==> config.mk <==
export PLATFORM = sky130hd
export DESIGN_NAME = tape_block_framer_flat
export DESIGN_NICKNAME = d
export VERILOG_FILES = /design/src/rtl/tbf_pkg.sv /design/src/rtl/tbf_if.sv /design/src/rtl/tbf_prefix.sv /design/src/rtl/tape_block_framer.sv /design/src/flat_wrapper.sv
export SDC_FILE = /design/constraint.sdc
export NUM_CORES = 1
export LEC_CHECK = 0
export ABC_AREA = 1
export BUFFER_PORTS_ARGS = -buffer_cell sky130_fd_sc_hd__clkbuf_2
export CAP_MARGIN = 15
export CORE_ASPECT_RATIO = 0.8
export CORE_MARGIN = 10
export CORE_UTILIZATION = 55
export DETAILED_ROUTE_END_ITERATION = 10
export PLACE_DENSITY = 0.74
export REMOVE_ABC_BUFFERS = 1
export SETUP_SLACK_MARGIN = 0.1
export SLEW_MARGIN = 20
export SYNTH_ARGS = -nofsm -noshare
export SYNTH_HDL_FRONTEND = slang
export SYNTH_SLANG_ARGS = --single-unit
==> constraint.sdc <==
create_clock -name clk -period 3 [get_ports clk]
set_input_delay 0.3 -clock clk [delete_from_list [all_inputs] [get_ports clk]]
set_output_delay 0.3 -clock clk [all_outputs]
set_load 0.01 [all_outputs]
==> src/rtl/tbf_pkg.sv <==
// Shared types and constants of the tape block framer.
// No dependencies; the files that use it refer to it by scoped names.
`default_nettype none

package tbf_pkg;

	// width of the block length word
	localparam int LEN_BITS = 16;

	// largest length per layout, one bit wider so that the compare cannot wrap
	localparam logic [LEN_BITS:0] LEN_MAX_RAW  = (LEN_BITS+1)'((1 << LEN_BITS) - 1);
	localparam logic [LEN_BITS:0] LEN_MAX_FLAG = (LEN_BITS+1)'((1 << LEN_BITS) - 3);

	// block layouts
	localparam logic [1:0] MODE_RAW      = 2'd0;
	localparam logic [1:0] MODE_HEADLESS = 2'd1;
	localparam logic [1:0] MODE_BASIC    = 2'd2;
	localparam logic [1:0] MODE_CODE     = 2'd3;

	// item actions
	localparam logic ACT_START = 1'b0;
	localparam logic ACT_DATA  = 1'b1;

	// result status
	localparam logic [1:0] ST_OK       = 2'd0;
	localparam logic [1:0] ST_TOO_LONG = 2'd1;
	localparam logic [1:0] ST_SURPLUS  = 2'd2;
	localparam logic [1:0] ST_EARLY    = 2'd3;

	// register indexes
	localparam logic [2:0] REG_MODE      = 3'd0;
	localparam logic [2:0] REG_LENGTH    = 3'd1;
	localparam logic [2:0] REG_START     = 3'd2;
	localparam logic [2:0] REG_AUTOSTART = 3'd3;
	localparam logic [2:0] REG_NAME_LO   = 3'd4;
	localparam logic [2:0] REG_NAME_HI   = 3'd5;

	// kinds of output run
	localparam logic [1:0] KIND_START = 2'd0;
	localparam logic [1:0] KIND_DATA  = 2'd1;
	localparam logic [1:0] KIND_FAIL  = 2'd2;

	// positions in the start run; header block first, then the data block prefix
	localparam logic [4:0] POS_HDR_LEN_LO = 5'd0;
	localparam logic [4:0] POS_HDR_LEN_HI = 5'd1;
	localparam logic [4:0] POS_HDR_FLAG   = 5'd2;
	localparam logic [4:0] POS_HDR_TYPE   = 5'd3;
	localparam logic [4:0] POS_NAME_FIRST = 5'd4;
	localparam logic [4:0] POS_NAME_LAST  = 5'd13;
	localparam logic [4:0] POS_DLEN_LO    = 5'd14;
	localparam logic [4:0] POS_DLEN_HI    = 5'd15;
	localparam logic [4:0] POS_W1_LO      = 5'd16;
	localparam logic [4:0] POS_W1_HI      = 5'd17;
	localparam logic [4:0] POS_W2_LO      = 5'd18;
	localparam logic [4:0] POS_W2_HI      = 5'd19;
	localparam logic [4:0] POS_HDR_SUM    = 5'd20;
	localparam logic [4:0] POS_LEN_LO     = 5'd21;
	localparam logic [4:0] POS_LEN_HI     = 5'd22;
	localparam logic [4:0] POS_FLAG       = 5'd23;
	localparam logic [4:0] POS_EMPTY_SUM  = 5'd24;

	localparam logic [7:0] HDR_BLOCK_LEN = 8'd19;
	localparam logic [7:0] FLAG_HEADER   = 8'h00;
	localparam logic [7:0] FLAG_DATA     = 8'hFF;
	localparam logic [7:0] TYPE_BASIC    = 8'd0;
	localparam logic [7:0] TYPE_CODE     = 8'd3;
	localparam logic [15:0] NO_AUTOSTART = 16'h8000;
	localparam int NAME_BYTES = 10;

	typedef struct packed {
		logic [1:0]  mode;
		logic [15:0] data_length;
		logic [15:0] start_value;
		logic        autostart;
		logic [15:0] name_high;
		logic [63:0] name_low;
	} cfg_t;

endpackage

`default_nettype wire

==> src/rtl/tbf_if.sv <==
// Channel interfaces of the tape block framer: item in, result out, register write.
// Depends on nothing.
`default_nettype none

interface tbf_item_if;
	logic       valid;
	logic       ready;
	logic       action;
	logic [7:0] data_byte;
	modport source (output valid, action, data_byte, input ready);
	modport sink (input valid, action, data_byte, output ready);
endinterface

interface tbf_result_if;
	logic       valid;
	logic       ready;
	logic [7:0] out_byte;
	logic       last_of_run;
	logic [1:0] status;
	modport source (output valid, out_byte, last_of_run, status, input ready);
	modport sink (input valid, out_byte, last_of_run, status, output ready);
endinterface

interface tbf_cfg_if;
	logic        valid;
	logic        ready;
	logic [2:0]  index;
	logic [63:0] data;
	modport source (output valid, index, data, input ready);
	modport sink (input valid, index, data, output ready);
endinterface

`default_nettype wire

==> src/rtl/tbf_prefix.sv <==
// Byte select for the start run: header block and data block prefix.
// Uses tbf_pkg (cfg_t, positions, layout codes).
`default_nettype none

module tbf_prefix (
	input  tbf_pkg::cfg_t cfg,
	input  logic [4:0]    pos,
	output logic [7:0]    pbyte
);

	logic [79:0] name_all;
	logic [3:0]  name_idx;
	logic        is_code;
	logic [7:0]  type_byte;
	logic [15:0] w1;
	logic [15:0] w2;
	logic [15:0] total;
	logic [15:0] len_word;
	logic [7:0]  name_sum;
	logic [7:0]  hdr_sum;

	assign name_all  = {cfg.name_high, cfg.name_low};
	assign name_idx  = 4'(pos - tbf_pkg::POS_NAME_FIRST);
	assign is_code   = (cfg.mode == tbf_pkg::MODE_CODE);
	assign type_byte = is_code ? tbf_pkg::TYPE_CODE : tbf_pkg::TYPE_BASIC;
	assign w1 = (is_code || cfg.autostart) ? cfg.start_value : tbf_pkg::NO_AUTOSTART;
	assign w2 = is_code ? tbf_pkg::NO_AUTOSTART : cfg.data_length;
	assign total = cfg.data_length + 16'd2;
	assign len_word = (cfg.mode == tbf_pkg::MODE_RAW) ? cfg.data_length : total;

	always_comb begin
		name_sum = '0;
		for (int i = 0; i < tbf_pkg::NAME_BYTES; i++) begin
			name_sum = name_sum ^ name_all[8*i +: 8];
		end
	end

	// header checksum covers flag (zero), type, name and the three words
	assign hdr_sum = type_byte ^ name_sum ^ cfg.data_length[7:0] ^ cfg.data_length[15:8]
		^ w1[7:0] ^ w1[15:8] ^ w2[7:0] ^ w2[15:8];

	always_comb begin
		unique case (pos)
			tbf_pkg::POS_HDR_LEN_LO: pbyte = tbf_pkg::HDR_BLOCK_LEN;
			tbf_pkg::POS_HDR_LEN_HI: pbyte = 8'd0;
			tbf_pkg::POS_HDR_FLAG:   pbyte = tbf_pkg::FLAG_HEADER;
			tbf_pkg::POS_HDR_TYPE:   pbyte = type_byte;
			tbf_pkg::POS_DLEN_LO:    pbyte = cfg.data_length[7:0];
			tbf_pkg::POS_DLEN_HI:    pbyte = cfg.data_length[15:8];
			tbf_pkg::POS_W1_LO:      pbyte = w1[7:0];
			tbf_pkg::POS_W1_HI:      pbyte = w1[15:8];
			tbf_pkg::POS_W2_LO:      pbyte = w2[7:0];
			tbf_pkg::POS_W2_HI:      pbyte = w2[15:8];
			tbf_pkg::POS_HDR_SUM:    pbyte = hdr_sum;
			tbf_pkg::POS_LEN_LO:     pbyte = len_word[7:0];
			tbf_pkg::POS_LEN_HI:     pbyte = len_word[15:8];
			tbf_pkg::POS_FLAG:       pbyte = tbf_pkg::FLAG_DATA;
			tbf_pkg::POS_EMPTY_SUM:  pbyte = tbf_pkg::FLAG_DATA;
			default: begin
				if (pos >= tbf_pkg::POS_NAME_FIRST && pos <= tbf_pkg::POS_NAME_LAST) begin
					pbyte = name_all[{name_idx, 3'b000} +: 8];
				end else begin
					pbyte = 8'd0;
				end
			end
		endcase
	end

endmodule

`default_nettype wire

==> src/rtl/tape_block_framer.sv <==
// Tape block framer top level: register file, item stage and result register.
// Uses tbf_pkg, the channel interfaces of tbf_if.sv and tbf_prefix.
//
// The block turns a byte stream into tape blocks. Write the registers while idle, then send a
// start item followed by data_length data items. Every data item gives one result beat, loaded
// into the result register from the item stage once that register is free or drained; it gives
// two beats when it is the last byte of a flagged block (the byte and the XOR checksum). A
// payload streams at one byte per cycle while the result channel is ready. A start item gives
// its whole prefix as a run of beats: 2 for raw, 3 for headerless (4 for an empty block), 24
// for basic and code (25 for an empty block); the input stalls while the run drains. The rate
// is set by the single byte-wide result register: one beat leaves per cycle while the result
// channel is ready, and the next item enters in the cycle the current run hands over its last
// beat. A bad item (length over the layout's limit, surplus byte, data with no open block)
// gives one beat of zero with the status code and is dropped; last_of_run marks the final beat
// of every run. Registers are read as they stand, so a change during a block takes effect at
// once. The register channel is always ready; writes to unknown indexes are ignored.
`default_nettype none

module tape_block_framer (
	input  logic                clk,
	input  logic                arst_n,
	tbf_item_if.sink            items,
	tbf_result_if.source        results,
	tbf_cfg_if.sink             config_wr
);

	// ---- register file ----
	tbf_pkg::cfg_t cfg_q;

	assign config_wr.ready = 1'b1;

	always_ff @(posedge clk or negedge arst_n) begin
		if (!arst_n) begin
			cfg_q.mode        <= tbf_pkg::MODE_HEADLESS;
			cfg_q.data_length <= '0;
			cfg_q.start_value <= '0;
			cfg_q.autostart   <= 1'b0;
			cfg_q.name_low    <= 64'h2020_2020_2020_2020;
			cfg_q.name_high   <= 16'h2020;
		end else if (config_wr.valid) begin
			unique case (config_wr.index)
				tbf_pkg::REG_MODE:      cfg_q.mode        <= config_wr.data[1:0];
				tbf_pkg::REG_LENGTH:    cfg_q.data_length <= config_wr.data[15:0];
				tbf_pkg::REG_START:     cfg_q.start_value <= config_wr.data[15:0];
				tbf_pkg::REG_AUTOSTART: cfg_q.autostart   <= config_wr.data[0];
				tbf_pkg::REG_NAME_LO:   cfg_q.name_low    <= config_wr.data;
				tbf_pkg::REG_NAME_HI:   cfg_q.name_high   <= config_wr.data[15:0];
				default: ;
			endcase
		end
	end

	// ---- block state ----
	logic        open_q;
	logic [15:0] seen_q;
	logic [7:0]  xor_q;

	// ---- item stage ----
	logic        valid_s1;
	logic [1:0]  kind_s1;
	logic [4:0]  idx_s1;
	logic [4:0]  last_s1;
	logic [1:0]  status_s1;
	logic [7:0]  byte_s1;
	logic [7:0]  sum_s1;

	// ---- result register ----
	logic        out_valid_q;
	logic [7:0]  out_byte_q;
	logic        out_last_q;
	logic [1:0]  out_status_q;

	logic        accept;
	logic        emit;
	logic        run_done;
	logic        flagged;
	logic        too_long;
	logic [15:0] seen_next;

	// plan of the incoming item
	logic [1:0]  plan_kind;
	logic [4:0]  plan_first;
	logic [4:0]  plan_last;
	logic [1:0]  plan_status;
	logic        nxt_open;
	logic [15:0] nxt_seen;
	logic [7:0]  nxt_xor;

	logic [7:0]  prefix_byte;
	logic [7:0]  sel_byte;

	// advance the run whenever the result register is free or being drained
	assign emit     = valid_s1 && (!out_valid_q || results.ready);
	assign run_done = emit && (idx_s1 == last_s1);
	assign items.ready = !valid_s1 || run_done;
	assign accept   = items.valid && items.ready;

	assign flagged   = (cfg_q.mode != tbf_pkg::MODE_RAW);
	assign too_long  = flagged ? ({1'b0, cfg_q.data_length} > tbf_pkg::LEN_MAX_FLAG)
	                           : ({1'b0, cfg_q.data_length} > tbf_pkg::LEN_MAX_RAW);
	assign seen_next = seen_q + 16'd1;

	always_comb begin
		plan_kind   = tbf_pkg::KIND_FAIL;
		plan_first  = '0;
		plan_last   = '0;
		plan_status = tbf_pkg::ST_OK;
		nxt_open    = open_q;
		nxt_seen    = seen_q;
		nxt_xor     = xor_q;
		if (items.action == tbf_pkg::ACT_START) begin
			// start always abandons the old block
			nxt_open = !too_long;
			nxt_seen = '0;
			nxt_xor  = (flagged && !too_long) ? tbf_pkg::FLAG_DATA : 8'd0;
			if (too_long) begin
				plan_status = tbf_pkg::ST_TOO_LONG;
			end else begin
				plan_kind  = tbf_pkg::KIND_START;
				plan_first = (cfg_q.mode == tbf_pkg::MODE_BASIC || cfg_q.mode == tbf_pkg::MODE_CODE)
				             ? tbf_pkg::POS_HDR_LEN_LO : tbf_pkg::POS_LEN_LO;
				if (!flagged) begin
					plan_last = tbf_pkg::POS_LEN_HI;
				end else if (cfg_q.data_length == '0) begin
					plan_last = tbf_pkg::POS_EMPTY_SUM;
				end else begin
					plan_last = tbf_pkg::POS_FLAG;
				end
			end
		end else begin
			priority if (!open_q) begin
				plan_status = tbf_pkg::ST_EARLY;
			end else if (seen_q >= cfg_q.data_length) begin
				plan_status = tbf_pkg::ST_SURPLUS;
			end else begin
				plan_kind = tbf_pkg::KIND_DATA;
				nxt_seen  = seen_next;
				if (flagged) begin
					nxt_xor = xor_q ^ items.data_byte;
				end
				// checksum beat follows the last byte of a flagged block
				plan_last = (flagged && seen_next == cfg_q.data_length) ? 5'd1 : 5'd0;
			end
		end
	end

	always_ff @(posedge clk or negedge arst_n) begin
		if (!arst_n) begin
			open_q <= 1'b0;
			seen_q <= '0;
			xor_q  <= '0;
		end else if (accept) begin
			open_q <= nxt_open;
			seen_q <= nxt_seen;
			xor_q  <= nxt_xor;
		end
	end

	// hold the item and step through its run
	always_ff @(posedge clk or negedge arst_n) begin
		if (!arst_n) begin
			valid_s1 <= 1'b0;
			idx_s1   <= '0;
		end else if (accept) begin
			valid_s1 <= 1'b1;
			idx_s1   <= plan_first;
		end else if (run_done) begin
			valid_s1 <= 1'b0;
		end else if (emit) begin
			idx_s1 <= idx_s1 + 5'd1;
		end
	end

	always_ff @(posedge clk) begin
		if (accept) begin
			kind_s1   <= plan_kind;
			last_s1   <= plan_last;
			status_s1 <= plan_status;
			byte_s1   <= items.data_byte;
			sum_s1    <= nxt_xor;
		end
	end

	tbf_prefix u_prefix (
		.cfg   (cfg_q),
		.pos   (idx_s1),
		.pbyte (prefix_byte)
	);

	always_comb begin
		unique case (kind_s1)
			tbf_pkg::KIND_START: sel_byte = prefix_byte;
			tbf_pkg::KIND_DATA:  sel_byte = (idx_s1 == '0) ? byte_s1 : sum_s1;
			default:             sel_byte = 8'd0;
		endcase
	end

	// result register: load on emit, drop once taken
	always_ff @(posedge clk or negedge arst_n) begin
		if (!arst_n) begin
			out_valid_q <= 1'b0;
		end else if (emit) begin
			out_valid_q <= 1'b1;
		end else if (results.ready) begin
			out_valid_q <= 1'b0;
		end
	end

	always_ff @(posedge clk) begin
		if (emit) begin
			out_byte_q   <= sel_byte;
			out_last_q   <= (idx_s1 == last_s1);
			out_status_q <= status_s1;
		end
	end

	assign results.valid       = out_valid_q;
	assign results.out_byte    = out_byte_q;
	assign results.last_of_run = out_last_q;
	assign results.status      = out_status_q;

	// ---- checks ----
	a_ready_when_empty: assert property (@(posedge clk) disable iff (!arst_n)
		!valid_s1 |-> items.ready)
		else $error("item stage empty but input not ready");

	a_accept_loads: assert property (@(posedge clk) disable iff (!arst_n)
		accept |=> valid_s1)
		else $error("accepted item did not reach the item stage");

	a_idx_in_run: assert property (@(posedge clk) disable iff (!arst_n)
		valid_s1 |-> idx_s1 <= last_s1)
		else $error("run index past its last beat");

	a_error_single: assert property (@(posedge clk) disable iff (!arst_n)
		(results.valid && results.status != tbf_pkg::ST_OK) |-> results.last_of_run)
		else $error("error beat not marked last of run");

	a_emit_after_done: assert property (@(posedge clk) disable iff (!arst_n)
		(run_done && !accept) |=> !valid_s1)
		else $error("item stage still busy after its last beat");

endmodule

`default_nettype wire
==> src/flat_wrapper.sv <==
// flat-port wrapper written by rule: the top's interface ports become plain ports
module tape_block_framer_flat 
  (clk, arst_n, items_valid, items_action, items_data_byte, items_ready, results_valid, results_out_byte, results_last_of_run, results_status, results_ready, config_wr_valid, config_wr_index, config_wr_data, config_wr_ready);
  tbf_item_if items_i ();
  tbf_result_if results_i ();
  tbf_cfg_if config_wr_i ();
  input  logic clk;
  input  logic arst_n;
  input wire logic [$bits(items_i.valid)-1:0] items_valid;
  input wire logic [$bits(items_i.action)-1:0] items_action;
  input wire logic [$bits(items_i.data_byte)-1:0] items_data_byte;
  output wire logic [$bits(items_i.ready)-1:0] items_ready;
  output wire logic [$bits(results_i.valid)-1:0] results_valid;
  output wire logic [$bits(results_i.out_byte)-1:0] results_out_byte;
  output wire logic [$bits(results_i.last_of_run)-1:0] results_last_of_run;
  output wire logic [$bits(results_i.status)-1:0] results_status;
  input wire logic [$bits(results_i.ready)-1:0] results_ready;
  input wire logic [$bits(config_wr_i.valid)-1:0] config_wr_valid;
  input wire logic [$bits(config_wr_i.index)-1:0] config_wr_index;
  input wire logic [$bits(config_wr_i.data)-1:0] config_wr_data;
  output wire logic [$bits(config_wr_i.ready)-1:0] config_wr_ready;
  assign items_i.valid = items_valid;
  assign items_i.action = items_action;
  assign items_i.data_byte = items_data_byte;
  assign items_ready = items_i.ready;
  assign results_valid = results_i.valid;
  assign results_out_byte = results_i.out_byte;
  assign results_last_of_run = results_i.last_of_run;
  assign results_status = results_i.status;
  assign results_i.ready = results_ready;
  assign config_wr_i.valid = config_wr_valid;
  assign config_wr_i.index = config_wr_index;
  assign config_wr_i.data = config_wr_data;
  assign config_wr_ready = config_wr_i.ready;
  tape_block_framer u_core (.clk(clk), .arst_n(arst_n), .items(items_i), .results(results_i), .config_wr(config_wr_i));
endmodule
==> results.sh <==
export IMPL_vias=10900
export IMPL_setup_viol=0
export IMPL_synthFlopType="dfrtp_1"
export IMPL_placed_cells=1877
export IMPL_clk_pin_slew_ns=0.08
export IMPL_drt_iter0_markers=1072
export IMPL_synth_top_cell_area_share_pct=29.12
export IMPL_layout_cells_most_common="nand2_1"
export IMPL_setup_ws_ns=0.2771
export IMPL_max_cap_viol_count=0
export IMPL_slew_headroom_pct=26.42
export IMPL_crit_type="reg -> reg"
export IMPL_fp_dieW_um=183.0
export IMPL_netlist_cell_type_count=54
export IMPL_synth_seq_cells=182
export IMPL_skew_ns=0.02127
export IMPL_crit_path_top_delay_cell="dfrtp_1"
export IMPL_drive_gt1_share_pct=15.54
export IMPL_cts_buffers=17
export IMPL_overflow=0
export IMPL_postRouteAntennaNets=0
export IMPL_n_antenna_cell=0
export IMPL_nFillCells=1871
export IMPL_syn_avg_cell_area_sq_um=7.648
export IMPL_fmax_mhz=367.3
export IMPL_status="completed"
export IMPL_drc=0
export IMPL_root_buffer="clkbuf_16"
export IMPL_grtUsageTotal_pct=27.21
export IMPL_ff_latch_area_sq_um=4743
export IMPL_grt_pass1_vias=10200
export IMPL_gp_congestion=1.013
export IMPL_h_tree_depth=4
export IMPL_io_buffers=93
export IMPL_rows=47
export IMPL_cp_arrival_ns=2.91
export IMPL_wl_per_cell_um=19.43
export IMPL_cp_top_family="simple AND/OR/NAND/NOR gates"
export IMPL_hp_class="in -> reg"
export IMPL_syn_cell_area_sq_um=11690
export IMPL_cp_required_ns=3.19
export IMPL_yosys_warnings=0
export IMPL_dp_hpwl_um=28630
export IMPL_insertion_delay_ns=0.45
export IMPL_postCtsSetupRepairBufs=0
export IMPL_setup_tns_ns=0
export IMPL_clock_sinks=182
export IMPL_critPathBufInv=2
export IMPL_p_leak_nw=6.392
export IMPL_final_cell_mix="nand2_1, inv_1, o21ai_0, dfrtp_1, nor2_1"
export IMPL_synth_largest_area_cell="dfrtp_1"
export IMPL_area_delta_synth_final_pct=12.68
export IMPL_cp_slowest_stage_delay_ns=0.62
export IMPL_synth_edf_count=35
export IMPL_antenna_found_initial=0
export IMPL_final_nets=1736
export IMPL_finalMaxSlewViolations=0
export IMPL_grt_pass1_wl_um=58400
export IMPL_io_pin_count=95
export IMPL_p_per_area_nw_per_um2=933.8
export IMPL_path_cells="inv_2 -> ha_1 -> nand3_1 -> nand4_1 -> nor4_1 -> nand2_2 -> inv_2 -> a21oi_1 -> nand2_1 -> nand2_1"
export IMPL_cp_max_fo=10
export IMPL_finalCriticalPeriod_ns=2.723
export IMPL_grt_max_degree=99
export IMPL_die_y_um=150.4
export IMPL_dr_pass1_iters=5
export IMPL_syn_inst=1528
export IMPL_cts_tree="done"
export IMPL_cp_start_kind="flop"
export IMPL_period_share_pct=90.76
export IMPL_multi_input_area_sq_um=6056
export IMPL_end_kind="flop"
export IMPL_ys_top_cells_by_area="dfrtp_1, nand2_1, edfxtp_1, o21ai_0, inv_1"
export IMPL_place_ws_ns=0.3834
export IMPL_rsz0062_at_grt="no"
export IMPL_avgViaCountPerCell=5.704
export IMPL_hold_violations=0
export IMPL_dieArea_sq_um=27510
export IMPL_tightest_slew_ns=1.101
export IMPL_fp_coreArea_sq_um=20820
export IMPL_finalCoreUtilization_pct=63.25
export IMPL_p_total_mw=12.30
export IMPL_layout_cells_non_filler=1910
export IMPL_max_vdd_ir_drop_mv=0.3848
export IMPL_initial_core_util_pct=56.14
export IMPL_ctsResizeCount=0
export IMPL_synth_seq_area_share_pct=40.59
export IMPL_cts_path_max_buffers=2
export IMPL_async_flop_share_pct=80.77
export IMPL_wl_um=37110
power by group:
part,total [mW],switching (mW),internal (mW)
Sequential,3.89,0.653,3.24
Clock,2.22,1.12,1.10
Combinational,6.18,3.99,2.20
Total,12.3,5.76,6.54
state kept, by name, summed over array words and instances, names as in the netlist, 2 cells and up:
| register | flops |
|---|---|
| u_core.sum_s1 | 8 |
| u_core.byte_s1 | 8 |
| u_core.xor_q | 8 |
| u_core.results.out_byte | 8 |
| u_core.status_s1 | 2 |
| u_core.idx_s1 | 5 |
| u_core.last_s1 | 4 |
| u_core.kind_s1 | 2 |
| u_core.results.status | 2 |
| u_core.seen_q | 16 |
| u_core.cfg_q | 115 |
routing by layer:
layer  share of wire, %  GRT usage (%)  up-vias
li1                   -              -     5210
met5                  0              0        -
met4                2.1          8.016        0
met2                 43          40.38      473
met3                8.0          4.504       50
met1                 47          39.80     5162
cells in the mapped netlist (all sizes together) (2+ instances only):
master and instances:
a211oi 4, a21oi 64, a221oi 2, a22oi 2, a31oi 2, buf 30, clkbuf 26, clkinv 4
dfrtp 136, dfstp 11, edfxtp 35, ha 27, inv 161, mux2 31, nand2 423, nand3 105
nand3b 5, nand4 16, nor2 120, nor3 15, nor4 6, o211ai 13, o21a 9, o21ai 148
o21bai 8, o221ai 3, o22ai 17, or2 4, xnor2 44, xor2 50
metrics by stage:
step | area [sq um] | hold WS, ns
2_1_floorplan | 11420 | 0.004409
3_3_place_gp | 12590 | 0.1504
3_5_place_dp | 12590 | 0.1495
4_1_cts | 13170 | 0.04605
5_1_grt | 13170 | 0.04139
6_report | 13170 | 0.05177
logic make-up (layout without fill, tap and decap cells):
kind of cell / Yosys count / count (layout) / share of synthesized area (%)
other cells: 1 / 1 / 0.03209
simple gates: 696 / 696 / 24.99
fa+ha+maj: 27 / 27 / 2.891
xor+xnor: 94 / 94 / 7.045
compound gates: 276 / 276 / 13.79
flops: 182 / 182 / 40.59
buf+inv: 221 / 334 / 7.677
mux: 31 / 31 / 2.987
repair_timing:
action / CTS / global route
hold buffers: 1 / 0
setup endpoints to repair: 0 / 0
hold endpoints to repair: 17 / 0
final cells by class:
class | count | share of cell area (%)
multi-input combinational | 1125 | 45.99
sequential | 182 | 36.02
timing repair buffer | 137 | 6.395
inverter | 165 | 4.761
clock buffer | 18 | 3.259
tap | 269 | 2.556
clock inverter | 14 | 1.017
worst reg2reg max path, stage by stage, from the launching register on:
cell     delay (ns)
dfrtp_1        0.62
inv_2          0.13
ha_1           0.30
nand3_1        0.31
nand4_1        0.15
nor4_1         0.24
nand2_2        0.23
inv_2          0.24
a21oi_1        0.10
nand2_1        0.09
nand2_1        0.06
worst paths after layout:
check	cells after the start	start	slack (ns)	to
worst min-delay path	1	items_data_byte[1]	0.05	u_core.byte_s1[1]
max in group asynchronous	3	arst_n	1.94	u_core.cfg_q[99]
worst min register to register	0	u_core.status_s1[1]	0.42	u_core.results.status[1]
min in group asynchronous	2	arst_n	0.26	u_core.cfg_q[0]
worst max register to register	10	u_core.idx_s1[2]	0.28	u_core.results.out_byte[2]
worst max-delay path	10	u_core.idx_s1[2]	0.28	u_core.results.out_byte[2]
(Power assumes the default switching activity.)
